[config.mk]
export PLATFORM = sky130hd
export DESIGN_NAME = rbs_fifo
export DESIGN_NICKNAME = d
export VERILOG_FILES = /design/src/rtl/rbs_fifo.sv
export SDC_FILE = /design/constraint.sdc
export NUM_CORES = 1
export LEC_CHECK = 0
export BUFFER_PORTS_ARGS = -buffer_cell sky130_fd_sc_hd__buf_2
export CORE_MARGIN = 3
export CORE_UTILIZATION = 55
export CTS_CLUSTER_DIAMETER = 120
export DETAILED_ROUTE_END_ITERATION = 6
export PLACE_DENSITY = 0.77
export SYNTH_ARGS = -nofsm -noshare
export SYNTH_HDL_FRONTEND = slang
export SYNTH_SLANG_ARGS = --single-unit
[constraint.sdc]
create_clock -name i_clk -period 2.9 [get_ports i_clk]
set_input_delay 0.58 -clock i_clk [delete_from_list [all_inputs] [get_ports i_clk]]
set_output_delay 0.58 -clock i_clk [all_outputs]
set_load 0.05 [all_outputs]
[src/rtl/rbs_fifo.sv]
module rbs_fifo #(
    parameter int W     = 8,
    parameter int DEPTH = 4
) (
    input  logic         i_clk,
    input  logic         i_rst_n,
    input  logic         i_push,
    input  logic [W-1:0] i_wdata,
    input  logic         i_pop,
    output logic [W-1:0] o_rdata,
    output logic         o_full,
    output logic         o_empty
);
    localparam int AW = $clog2(DEPTH);

    logic [W-1:0]  r_mem [DEPTH];
    logic [AW-1:0] r_wp, r_rp;
    logic [AW:0]   r_cnt;

    // Pointers and fill level; the caller never pushes when full nor pops when empty.
    always_ff @(posedge i_clk) begin
        if (!i_rst_n) begin
            r_wp  <= '0;
            r_rp  <= '0;
            r_cnt <= '0;
        end else begin
            if (i_push) begin
                r_wp <= r_wp + 1'b1;
            end
            if (i_pop) begin
                r_rp <= r_rp + 1'b1;
            end
            if (i_push && !i_pop) begin
                r_cnt <= r_cnt + 1'b1;
            end else if (!i_push && i_pop) begin
                r_cnt <= r_cnt - 1'b1;
            end
        end
    end

    // Storage.
    always_ff @(posedge i_clk) begin
        if (i_push) begin
            r_mem[r_wp] <= i_wdata;
        end
    end

    assign o_rdata = r_mem[r_rp];
    assign o_full  = (r_cnt == (AW+1)'(DEPTH));
    assign o_empty = (r_cnt == '0);
endmodule

# [After elaboration in Yosys (flattened, before gate mapping)]
# Memory sizes are Yosys's and may differ from the RTL's. A register that Yosys moved wholly into a read port is not among the register bits.
# Cells that the tools add are included.
[op_classes] mux=6 n_reduce_logical=6 n_eq_ne=1 n_addsub=4
[op_table] op="two-way mux 3 bit" n=2
[op_table] op="adder 2 x 1 -> 2 bit (second input constant)" n=2
[op_table] op="two-way mux 2 bit" n=2
[op_table] op="adder 3 x 1 -> 3 bit (second input constant)" n=1
[op_table] op="equality test 3 bit (second input constant)" n=1
[op_table] op="zero test 3 bit" n=1
[op_table] op="subtractor 3 x 1 -> 3 bit (second input constant)" n=1
[op_table] op="logical AND 1 bit" n=2
[op_table] op="zero test 1 bit" n=2
[op_table] op="two-way mux 1 bit" n=2
[op_table] op="nonzero test 2 bit" n=1
[word_totals] mem_count=1 elab_cells=21 ramBits=32 output_inout_bits=10 regBits=7 inputBits=12
[mem_list] name="r_mem" words=4 word_bits=8 rd=1 rd_clocked_by_memory_dff=1 wr=1 line_no="16" rtl="logic [W-1:0] r_mem [DEPTH];"

# [Longest topological paths before layout]
[logic_depth] word_depth=4 ltp_mapped=7 ltp_nobuf=7

# [Least setup slack after synthesis]
# No wires, ideal clock.
[synth_path] path_type="register -> output" start="reg r_cnt[1]" end="out o_full" arrival_time_ps=1502 n_path_buf=0 setup_slack_ps=818 stages_incl_launch_ff=2 cell_sequence="dfxtp_1 nor3b_1"
[synth_between] elab_chain_cells=1
[synth_rtl] element="from (decl)" line_no="18" rtl="logic [AW:0] r_cnt;"
[synth_rtl] element="from (signal assigned)" line_no="34" rtl="r_cnt <= r_cnt + 1'b1;"
[synth_rtl] element="from (signal assigned)" line_no="36" rtl="r_cnt <= r_cnt - 1'b1;"
[synth_rtl] element="equality test 3 bit" line_no="49" rtl="assign o_full = (r_cnt == (AW+1)'(DEPTH));"
[synth_rtl] element="to (decl)" line_no="11" rtl="output logic o_full,"
# Every way passes these cells.

==> results.toml <==
[run_status]
status = "finished, final reports clean"

[sta]
fin_tns_setup_ps = 0
tightest_slew_ps = 565.0
min_period_over_period = 0.8344
max_freq_ghz = 0.4133
finalSetupViolations = 0
finClkSkew_ps = 7.807
fin_crit_ps = 2420
final_hold_viol_count = 0
max-slew-margin-rel = 0.6228
rsz0062_at_grt = "false"
slew_viol_final = 0

[synth]
synth_area_leaders = "edfxtp_1, dfxtp_1, mux4_2"
synth_edf_count = 32
postSynth.asyncResetShare = 0
syn_inst = 85
seq_area_frac_synth = 0.7119
synth_top_cell_by_area = "edfxtp_1"
synth_nets = 103
synth_top_area_share = 0.5995
synth_area_mm2 = 0.001603
synth.avg_cell_area_um2 = 18.86
synth.most_common_cell = "edfxtp_1"
synth_warnings = 0
ys_seq_elements = 41
synthFlopType = "edfxtp_1"
synthDistinctLibCells = 19
synthTopCellsByCount = "edfxtp_1, and2_1, dfxtp_1"

[critical_path]
path_cells = "mux4_2, buf_2"
worst-path-buf-inv = 1
r2r_setup_slack_ps = 1370
crit_type = "register to output port"
cpPeakStageDelay_ps = 690
start_kind = "register"
end_kind = "output port"
crit_fanout = 8
required_ps = 2320
crit_family = "flip-flops"
critPathSlowestCell = "dfxtp_1"
critPathArrivalTime_ps = 1840

[clocking]
htree_levels = 2
clkTransAtPathRegs_ps = 110
cts-root-buf = "clkbuf_4"
cts_buffers = 5
post_cts_resized = 0
clk_path_buf_depth = 2
ctsHoldBuffers = 0
clkLatencyLatePin_ps = 340
cts_num_sinks = 41
postCtsSetupBuffers = 0
cts_tree = "done"

[finish]
drive_gt1_frac = 0.3036
syn_to_final_growth_pct = 10.93
layout.nets = 129
fin_util = 0.6806
num_antenna_cells = 0

[placed_design]
hpwl_um = 1663
port_buffers = 21
routabilityCongestion = 0.6359

[global_routing]
grt-ovfl-total = 0
grt_pass1_wl_um = 3726
grt_pass1_vias = 809
grt_max_degree = 12
antenna_found_initial = 0
grtUsageTotal = 0.1531

[die]
core_mm2 = 0.002613
start_util = 0.6135
ios = 22
dieArea_mm2 = 0.003598
rows = 18
die_y_um = 59.98
die_w_um = 59.98

[detailed_routing]
vias_per_cell = 5.415
drtAntennaViolNets = 0
first_pass_iters = 4
drc = 0
routed_wl_um = 2344
post_drt_wl_per_cell_um = 16.51
dr.first_iter.drc_count = 15
dr_total_vias = 769

[pwr]
total_power_uw = 1177
p_per_area_mw_per_mm2 = 662.2
p_leak_uw = 0.0006511
ir_drop_mv = 0.4605

[flow_run]
max_cap_viol_count = 0

[worst_hold_path]
hold_class = "input pin to register"
[area by class of cell]
class | instances | area (um^2)
clock buffers | 8 | 48.80
multi-input cells | 38 | 430.4
well taps | 30 | 37.54
inverters | 4 | 15.01
fillers | 186 | 834.6
repair buffers | 21 | 105.1
flip-flops and latches | 41 | 1141
[state kept, by name, indices dropped and copies added (netlist names), named ones only]
signal,flops
r_cnt,3
r_mem,32
r_rp,2
r_wp,2
[through the flow]
step           area [um^2]  std cells  worst slack, ps  hold slack [ps]
2_1_floorplan         1603         85            818.2            465.1
3_3_place_gp          1729        134            840.1            480.5
3_5_place_dp          1729        134            790.2            538.7
4_1_cts               1778        142            436.3            433.5
5_1_grt               1778        142            350.8            435.1
6_report              1778        142            480.2            442.0
[per-layer routing]
metal | vias up | track usage | routed length [um]
met5 | - | 0 | 0
met2 | 22 | 0.2500 | 1153
li1 | 369 | - | -
met3 | 5 | 0.04536 | 138
met1 | 373 | 0.1799 | 1002
met4 | 0 | 0.08544 | 49
[layout by cell type, fill, tap and decap left out]
cell      count
edfxtp_1     32
buf_2        21
and2_1        9
dfxtp_1       9
mux4_2        8
ha_1          5
clkbuf_4      5
inv_1         4
xor2_1        3
clkbuf_1      3
xnor2_1       2
mux2i_1       2
nor2b_1       2
nor3_1        1
nor3b_1       1
nand2_1       1
o21ai_0       1
or3_1         1
a21boi_1      1
fa_1          1
[path summary, 6_finish.rpt]
check,from,endpoint,depth (start not counted)
worst max-delay path,register,o_rdata[5],2
worst max register to register,r_cnt[0]$_SDFFE_PN0P_,r_cnt[2]$_SDFFE_PN0P_,4
worst min register to register,r_cnt[2]$_SDFFE_PN0P_,r_cnt[2]$_SDFFE_PN0P_,2
worst min-delay path,i_wdata[6],r_mem[1][6]$_DFFE_PP_,1
[where the power goes]
part           internal, uW  switching, uW
registers               670           28.6
logic                  74.8            137
clock network          96.8            170
[cell families (layout without fill, tap and decap cells)]
logic type / after synthesis / in the layout / synth area share
buf+inv: 6 / 33 / 0.01951
fa+ha+maj: 6 / 6 / 0.05152
compound gates: 2 / 2 / 0.007805
mux: 10 / 10 / 0.1249
xor+xnor: 5 / 5 / 0.02733
flops: 41 / 41 / 0.7119
simple gates: 15 / 15 / 0.05698
Power figures use the tool's default switching activity.
