===== src/rtl/rbs_pkg.sv =====
package rbs_pkg;

    // Default coordinate format: signed Q16.16.
    localparam int COORD_WIDTH_DEF = 32;
    localparam int FRAC_BITS_DEF   = 16;

    // Configuration register indexes.
    localparam int CFG_IDX_W = 3;
    localparam logic [CFG_IDX_W-1:0] REG_BOX_MIN_X  = 3'd0;
    localparam logic [CFG_IDX_W-1:0] REG_BOX_MIN_Y  = 3'd1;
    localparam logic [CFG_IDX_W-1:0] REG_BOX_MIN_Z  = 3'd2;
    localparam logic [CFG_IDX_W-1:0] REG_BOX_WIDTH  = 3'd3;
    localparam logic [CFG_IDX_W-1:0] REG_BOX_HEIGHT = 3'd4;
    localparam logic [CFG_IDX_W-1:0] REG_BOX_DEPTH  = 3'd5;

    // Depth of the queues between the parts of the block.
    localparam int FIFO_DEPTH = 4;

endpackage


===== src/rtl/rbs_front.sv =====
module rbs_front #(
    parameter int CW   = 32,
    parameter int FRAC = 16,
    parameter int NW   = CW + 2,
    parameter int AXW  = 2 * NW + CW + 2,
    parameter int IW   = 3 * AXW + CW
) (
    input  logic                          i_clk,
    input  logic                          i_rst_n,
    input  logic                          i_cfg_valid,
    input  logic [rbs_pkg::CFG_IDX_W-1:0] i_cfg_index,
    input  logic [CW-1:0]                 i_cfg_data,
    input  logic signed [CW-1:0]          i_ray_origin_x,
    input  logic signed [CW-1:0]          i_ray_origin_y,
    input  logic signed [CW-1:0]          i_ray_origin_z,
    input  logic signed [CW-1:0]          i_ray_dir_x,
    input  logic signed [CW-1:0]          i_ray_dir_y,
    input  logic signed [CW-1:0]          i_ray_dir_z,
    input  logic signed [CW-1:0]          i_max_distance,
    output logic [IW-1:0]                 o_item
);
    localparam logic [CW-2:0] EXT_ONE = (CW-1)'(1) << FRAC;

    logic signed [CW-1:0] r_lo  [3];
    logic [CW-2:0]        r_ext [3];
    logic signed [CW-1:0] org   [3];
    logic signed [CW-1:0] dir   [3];

    // Box registers; to be written only while the block is idle, which the block itself does not enforce.
    always_ff @(posedge i_clk) begin
        if (!i_rst_n) begin
            for (int a = 0; a < 3; a++) begin
                r_lo[a]  <= '0;
                r_ext[a] <= EXT_ONE;
            end
        end else if (i_cfg_valid) begin
            case (i_cfg_index)
                rbs_pkg::REG_BOX_MIN_X:  r_lo[0]  <= i_cfg_data;
                rbs_pkg::REG_BOX_MIN_Y:  r_lo[1]  <= i_cfg_data;
                rbs_pkg::REG_BOX_MIN_Z:  r_lo[2]  <= i_cfg_data;
                rbs_pkg::REG_BOX_WIDTH:  r_ext[0] <= i_cfg_data[CW-2:0];
                rbs_pkg::REG_BOX_HEIGHT: r_ext[1] <= i_cfg_data[CW-2:0];
                rbs_pkg::REG_BOX_DEPTH:  r_ext[2] <= i_cfg_data[CW-2:0];
                default: ;
            endcase
        end
    end

    always_comb begin
        org[0] = i_ray_origin_x;
        org[1] = i_ray_origin_y;
        org[2] = i_ray_origin_z;
        dir[0] = i_ray_dir_x;
        dir[1] = i_ray_dir_y;
        dir[2] = i_ray_dir_z;
    end

    // Per axis: slab numerators, parallel flag and whether the origin is outside the slab.
    for (genvar a = 0; a < 3; a++) begin : g_axis
        logic signed [NW-1:0] lo_e, hi_e, o_e, nlo, nhi;
        logic                 par, outside;

        assign lo_e    = NW'(r_lo[a]);
        assign hi_e    = lo_e + $signed(NW'({1'b0, r_ext[a]}));
        assign o_e     = NW'(org[a]);
        assign nlo     = lo_e - o_e;
        assign nhi     = hi_e - o_e;
        assign par     = (dir[a] == '0);
        assign outside = (o_e < lo_e) || (o_e > hi_e);

        assign o_item[a*AXW +: AXW] = {outside, par, dir[a], nhi, nlo};
    end

    assign o_item[3*AXW +: CW] = i_max_distance;
endmodule


===== config.mk =====
export PLATFORM = sky130hd
export DESIGN_NAME = rbs_front
export DESIGN_NICKNAME = d
export VERILOG_FILES = /design/src/rtl/rbs_pkg.sv /design/src/rtl/rbs_front.sv
export SDC_FILE = /design/constraint.sdc
export NUM_CORES = 1
export LEC_CHECK = 0
export BUFFER_PORTS_ARGS = -buffer_cell sky130_fd_sc_hd__buf_2
export CORE_MARGIN = 5
export CORE_UTILIZATION = 30
export CTS_CLUSTER_DIAMETER = 100
export DETAILED_ROUTE_END_ITERATION = 7
export GPL_ROUTABILITY_DRIVEN = 0
export SETUP_SLACK_MARGIN = 0.5
export SYNTH_ARGS = -nofsm -noshare
export SYNTH_HDL_FRONTEND = slang
export SYNTH_SLANG_ARGS = --single-unit

===== constraint.sdc =====
create_clock -name i_clk -period 5.8 [get_ports i_clk]
set_input_delay 1.16 -clock i_clk [delete_from_list [all_inputs] [get_ports i_clk]]
set_output_delay 1.16 -clock i_clk [all_outputs]
set_load 0.005 [all_outputs]

; ---- Word level (Yosys, flattened, before mapping)
; Memories as Yosys holds them, arrays and structs flattened.
; Index checks and enable logic that the tools add are counted.
[totals]
ff_bits = 0
ram_bits = 189
elab_cells = 66
memories = 2
[memory_table]
columns = memory, depth, width, read_ports, rd_clocked_by_memory_dff, wr, line_no
row1 = r_lo, 3, 32, 3, 0, 3, rbs_front.sv:24  ; logic signed [CW-1:0] r_lo [3];
row2 = r_ext, 3, 31, 3, 0, 3, rbs_front.sv:25  ; logic [CW-2:0] r_ext [3];
[classes]
n_addsub = 9
magnitude_cmp = 6
n_eq_ne = 5
mux = 31
n_bitwise = 6
n_reduce_logical = 7
[ops]
columns = operator, n
row1 = $sub A33 B32 Y34, 3
row2 = $add A32 B32 Y33, 3
row3 = $gt A32 B33 Y1, 3
row4 = $sub A32 B32 Y33, 3
row5 = $logic_not A32 Y1, 3
row6 = $lt A32 B32 Y1, 3
row7 = $mux W32, 3
row8 = $mux W31, 3
row9 = $mux W1, 25
row10 = $eq A3 B2 Y1 const B, 2
row11 = $eq A3 B3 Y1 const B, 2
row12 = $or A1 B1 Y1, 6
row13 = $eq A3 B1 Y1 const B, 1
row14 = $logic_not A3 Y1, 1
row15 = $logic_or A1 B1 Y1, 3

; ---- Depth between registers and ports, before layout
[logic_depth]
depth_word = 6
ltp_mapped = 25

; ---- Worst setup path after synthesis
; Ideal clock, no wire load.
[synth_timing]
path_kind = reg-to-output
start = memory r_lo[2][0], in the netlist r_lo[0][64]
end = output o_item[305]
t_arrival_ns = 4.402
slack_ns = 0.238
stages_incl_launch_ff = 25
path_buffers = 1
cell_sequence = edfxtp_1 > ha_1 > inv_1 > fa_1 > nor2b_1 > o21ai_0 > a21oi_1 > o41a_1 > o21ai_0 > nor2b_1 > o21ai_0 > a21o_1 > a21oi_1 > xnor2_1 > ha_1 > o211ai_1 > a21oi_1 > a21boi_0 > a31oi_2 > a41oi_1 > a21o_1 > o311ai_1 > nor2_1 > or3_1 > buf_4
[synth_rtl]
columns = item, line_no
row1 = start: declaration, rbs_front.sv:24
row2 = end: declaration, rbs_front.sv:20  ; output logic [IW-1:0] o_item

==> results by stage <==
Global route:
- The remaining global-route overflow is 0.
- The first-pass GRT wire length is 131,400 um.
- The number of global-route vias before repair is 21,734.
- The number of antenna violations at the first check in global routing is 15.
- The overall fraction of global-route tracks in use is 22.02%.
- The largest net degree at the start of global routing is 33.

Timing:
- The hold violation total from the final report is 0.
- Setup violations remaining at the end of the flow were counted as between 40 and 50.
- For the pin with the worst max-slew slack, the measured transition is 1169 ps.
- The shortest period the worst path allows is 6388 ps.
- The aggregate negative setup slack is -13,310 ps.
- The maximum clock frequency is 0.1565 GHz.
- Setup slack on the critical path of the routed design comes to -588.2 ps.
- The number of max-slew violations in the final report came to 0.
- Setup repair after global routing could not meet its margin everywhere.
- The final worst-path cycle share is 110.1%.
- Measured against its own limit, the worst slew margin works out to 22.03%.

Finish:
- The count of fill cells added during filler insertion is 7,140.
- The final cell area excluding filler cells is between 0.03 and 0.04 mm^2.
- At the end of the flow the core is filled with cells to between 40% and 50%.
- After the last flow step, the layout net total stands at approximately 3,800.
- The signed area change from the synthesized netlist to the final layout is 37.99%.
- The number of non-filler instances in the completed layout is 4,206.
- Cells with a size suffix above 1 make up 37.83% of the layout.

Setup path:
- The startpoint-to-endpoint class of the critical path is register to output pin.
- The maximum net fanout on the critical path is 4.
- The type of element capturing the critical path is an output pin.
- The worst setup path startpoint is r_lo[0][64].
- STA classifies the critical path startpoint as a register.
- The data required time at the worst endpoint is 4640 ps.
- The critical path arrival is 5230 ps.

Status:
- The run finished, with violations left.
- The final reports fail on setup timing.

Die:
- The number of top-level design ports is 600.
- The die area is 0.07848 mm^2.
- The number of placement rows is between 90 and 100.
- Measured along the x axis, the die boundary spans 280.1 um.
- The die is roughly 280 um tall.
- The core outline area is about 0.073 mm^2.
- Once the floorplan was initialized, standard cells occupied roughly 30% of the core.

Synth:
- For this run, the number of Yosys warnings is 0.
- Of the total synthesized cell area, the portion taken by XOR and XNOR cells is 9.681%.
- Synthesis produced a netlist with a net count of slightly above 3,000.
- The combinational family with the most area after synthesis is compound AO/OA/AOI/OAI gates.
- After synthesis, the share of cell area in mux cells is 0.1886%.
- The register bit total from synthesis is 189.
- For this run, asynchronously set or reset flops after synthesis account for 0%.
- The synthesized netlist occupies a cell area of 0.02189 mm^2.
- The gate count of the mapped netlist is approximately 2,500.
- The most used flip-flop cell after synthesis is edfxtp_1.
- The average cell area after synthesis is slightly below 9 um^2.
- The post-synthesis adder-cell area fraction is between 15 and 20%.
- The number of unique standard cell types used by synthesis is 75.
- After synthesis, flip-flops and latches occupy 25.92% of the total area.
- The synthesized-area fraction occupied by and/or/nand/nor cells is about 16%.
- The synthesized netlist devotes 22.91% of its cell area to compound gates.
- The number of enable flip-flop cells after synthesis is about 190.

Clocking:
- The level count of the clock H-tree is 4.
- The buffer cell driving the clock tree root is clkbuf_16.
- The post-CTS clock slew at the launch and capture registers of the worst setup and hold paths is 80 ps.
- The worst-case clock buffer depth is 2.
- Hold repair after CTS inserted 0 buffers.
- The number of clock sinks is between 150 and 200.
- TritonCTS built the clock tree.
- The number of CTS-inserted buffers is 17.

Detailed routing:
- The routed wire length per instance is 22.01 um.
- In this run the remaining antenna-violating nets after routing total 0.
- The per-cell via count in the routed design is 5.203.
- The first detailed-routing pass took 7 iterations.
- The first routing iteration left 1,025 violations.
- The total vias in the final route is 21,882.
- Wires add up to slightly above 90,000 um.
- The remaining design rule violation count is 0.

Hold path:
- The worst hold path startpoint is i_cfg_data[3].
- The min-delay analysis places its worst path in the category input port to register.

Placement:
- The post-detailed-placement cell area is 0.02621 mm^2.
- The detailed placement HPWL is 77,080 um.
- The number of placed instances, taps included is 4,050.
- During placement, the flow inserted port buffers numbering between 500 and 600.

Power:
- Power spread over the standard cell area amounts to ~330 mW/mm^2.
- The maximum ir drop on the vdd rail is 184.9 uV.
- In this run the static leakage power is 14.08 nW.

Run:
- The tool flagged a number of max-cap violations equal to 0.
-- worst max-delay path: stages, from the launching register on --
cell      delay (ps)
edfxtp_1         400
ha_2             210
inv_2             50
fa_2             190
nor2b_1           50
o21ai_1          160
a21oi_1          110
o41a_1           380
buf_6            150
nor2_4            80
xnor2_2           60
ha_1             310
buf_6            130
nand2_4           70
buf_6            110
o41a_1           470
o21a_4           260
a31oi_4          240
a41oi_2          150
a21o_1           270
o311ai_4         320
nor2_1            90
or3_1            370
buf_2            130
-- metrics by stage --
stage | setup WS, ps | hold slack [ps] | power [W]
6_report | -588.2 | 1059 | 0.009827
5_1_grt | -884.4 | 1075 | 0.01042
4_1_cts | -581.4 | 1035 | 0.009155
3_5_place_dp | -372.1 | 1514 | 0.007033
3_3_place_gp | -367.6 | 1522 | 0.007027
2_1_floorplan | 386.5 | 1376 | 0.004741
-- cell usage after synthesis (all sizes together) (7+ instances only) --
cell type,instances,area share [%]
a211o,9,0.36
a211oi,34,1.2
a21boi,13,0.45
a21o,157,5.4
a21oi,226,5.2
a31o,13,0.52
a31oi,22,0.66
and2,74,2.1
and3,21,0.60
buf,138,4.7
clkbuf,25,0.43
edfxtp,189,26
fa,9,0.82
ha,291,17
inv,176,3.0
nand2,133,2.3
nand2b,47,1.3
nand3,52,1.2
nand4,30,0.86
nor2,159,2.7
nor2b,51,1.5
nor3,44,1.0
nor4,32,0.91
o211ai,10,0.34
o21a,41,1.4
o21ai,134,3.1
o21bai,29,0.99
o41ai,7,0.35
or2,7,0.20
or3,11,0.31
xnor2,171,6.8
xor2,71,2.8
-- sequential cells by signal, indices dropped and copies added, names as in the netlist --
register	count
r_lo	96
r_ext	93
-- routing by layer --
layer	share of wire [%]	wire [um]	track usage [%]	up-vias
met1	39	36330	25.58	10397
met4	5.3	4904	9.992	12
met2	50	46230	40.17	747
met5	0.081	75	0	-
li1	-	-	-	10535
met3	5.4	5020	3.020	191
-- what timing repair did --
item	4_1_cts	5_1_grt
endpoints found under the setup margin	100	99
pin swaps	181	195
gates resized for setup	316	222
setup buffers	64	51
-- logic make-up after synthesis --
kind of cell / Yosys count
AO/OA/AOI/OAI: 768
XOR/XNOR: 242
adder cells (fa/ha/maj): 300
buffers and inverters: 339
flip-flops: 189
multiplexers: 4
AND/OR/NAND/NOR: 679
-- where the power goes --
part | switching [W] | total (W) | internal [W]
clock network | 0.000609 | 0.00123 | 0.000625
logic | 0.00359 | 0.00691 | 0.00332
registers | 0.0000682 | 0.00168 | 0.00161
total | 0.00427 | 0.00983 | 0.00556
-- cell usage in the layout (no fill, tap or decap), drive strengths merged, types with 6 or more instances in the layout --
cell | netlist | final
o21bai | 29 | 29
nand2 | 133 | 133
ha | 291 | 291
o41ai | 7 | 7
o21ai | 134 | 134
nand2b | 47 | 47
nor2b | 51 | 51
buf | 138 | 848
diode | 0 | 9
fa | 9 | 9
nor4 | 32 | 32
and3 | 21 | 21
or2 | 7 | 7
clkbuf | 25 | 17
nand4 | 30 | 30
nand3 | 52 | 52
a211oi | 34 | 34
a31oi | 22 | 22
a2111oi | 6 | 6
a21boi | 13 | 13
inv | 176 | 183
a41oi | 6 | 6
nor2 | 159 | 159
and2 | 74 | 74
a31o | 13 | 13
clkinv | 0 | 6
xnor2 | 171 | 171
o31ai | 6 | 6
edfxtp | 189 | 189
o211ai | 10 | 10
a211o | 9 | 9
a21oi | 226 | 226
a21o | 157 | 157
nor3 | 44 | 44
xor2 | 71 | 71
o21a | 41 | 41
or3 | 11 | 11
o31a | 6 | 6
-- cell type report --
| cell class | count | area, um^2 | share of cell area (%) |
|---|---|---|---|
| inverters | 176 | 660.6 | 2.187 |
| diodes | 9 | 22.52 | 0.07455 |
| flip-flops and latches | 189 | 5675 | 18.79 |
| well taps | 959 | 1200 | 3.972 |
| multi-input cells | 1993 | 16640 | 55.09 |
| clock buffers | 17 | 425.4 | 1.408 |
| clock inverters | 15 | 196.4 | 0.6502 |
| repair buffers | 848 | 5389 | 17.84 |
-- final timing paths --
| check | end | depth (start not counted) | slack, ps |
|---|---|---|---|
| setup / recovery | o_item[305] | 23 | -590 |
| hold / removal | r_ext[0][3] | 2 | 1060 |
(Power assumes the default switching activity.)
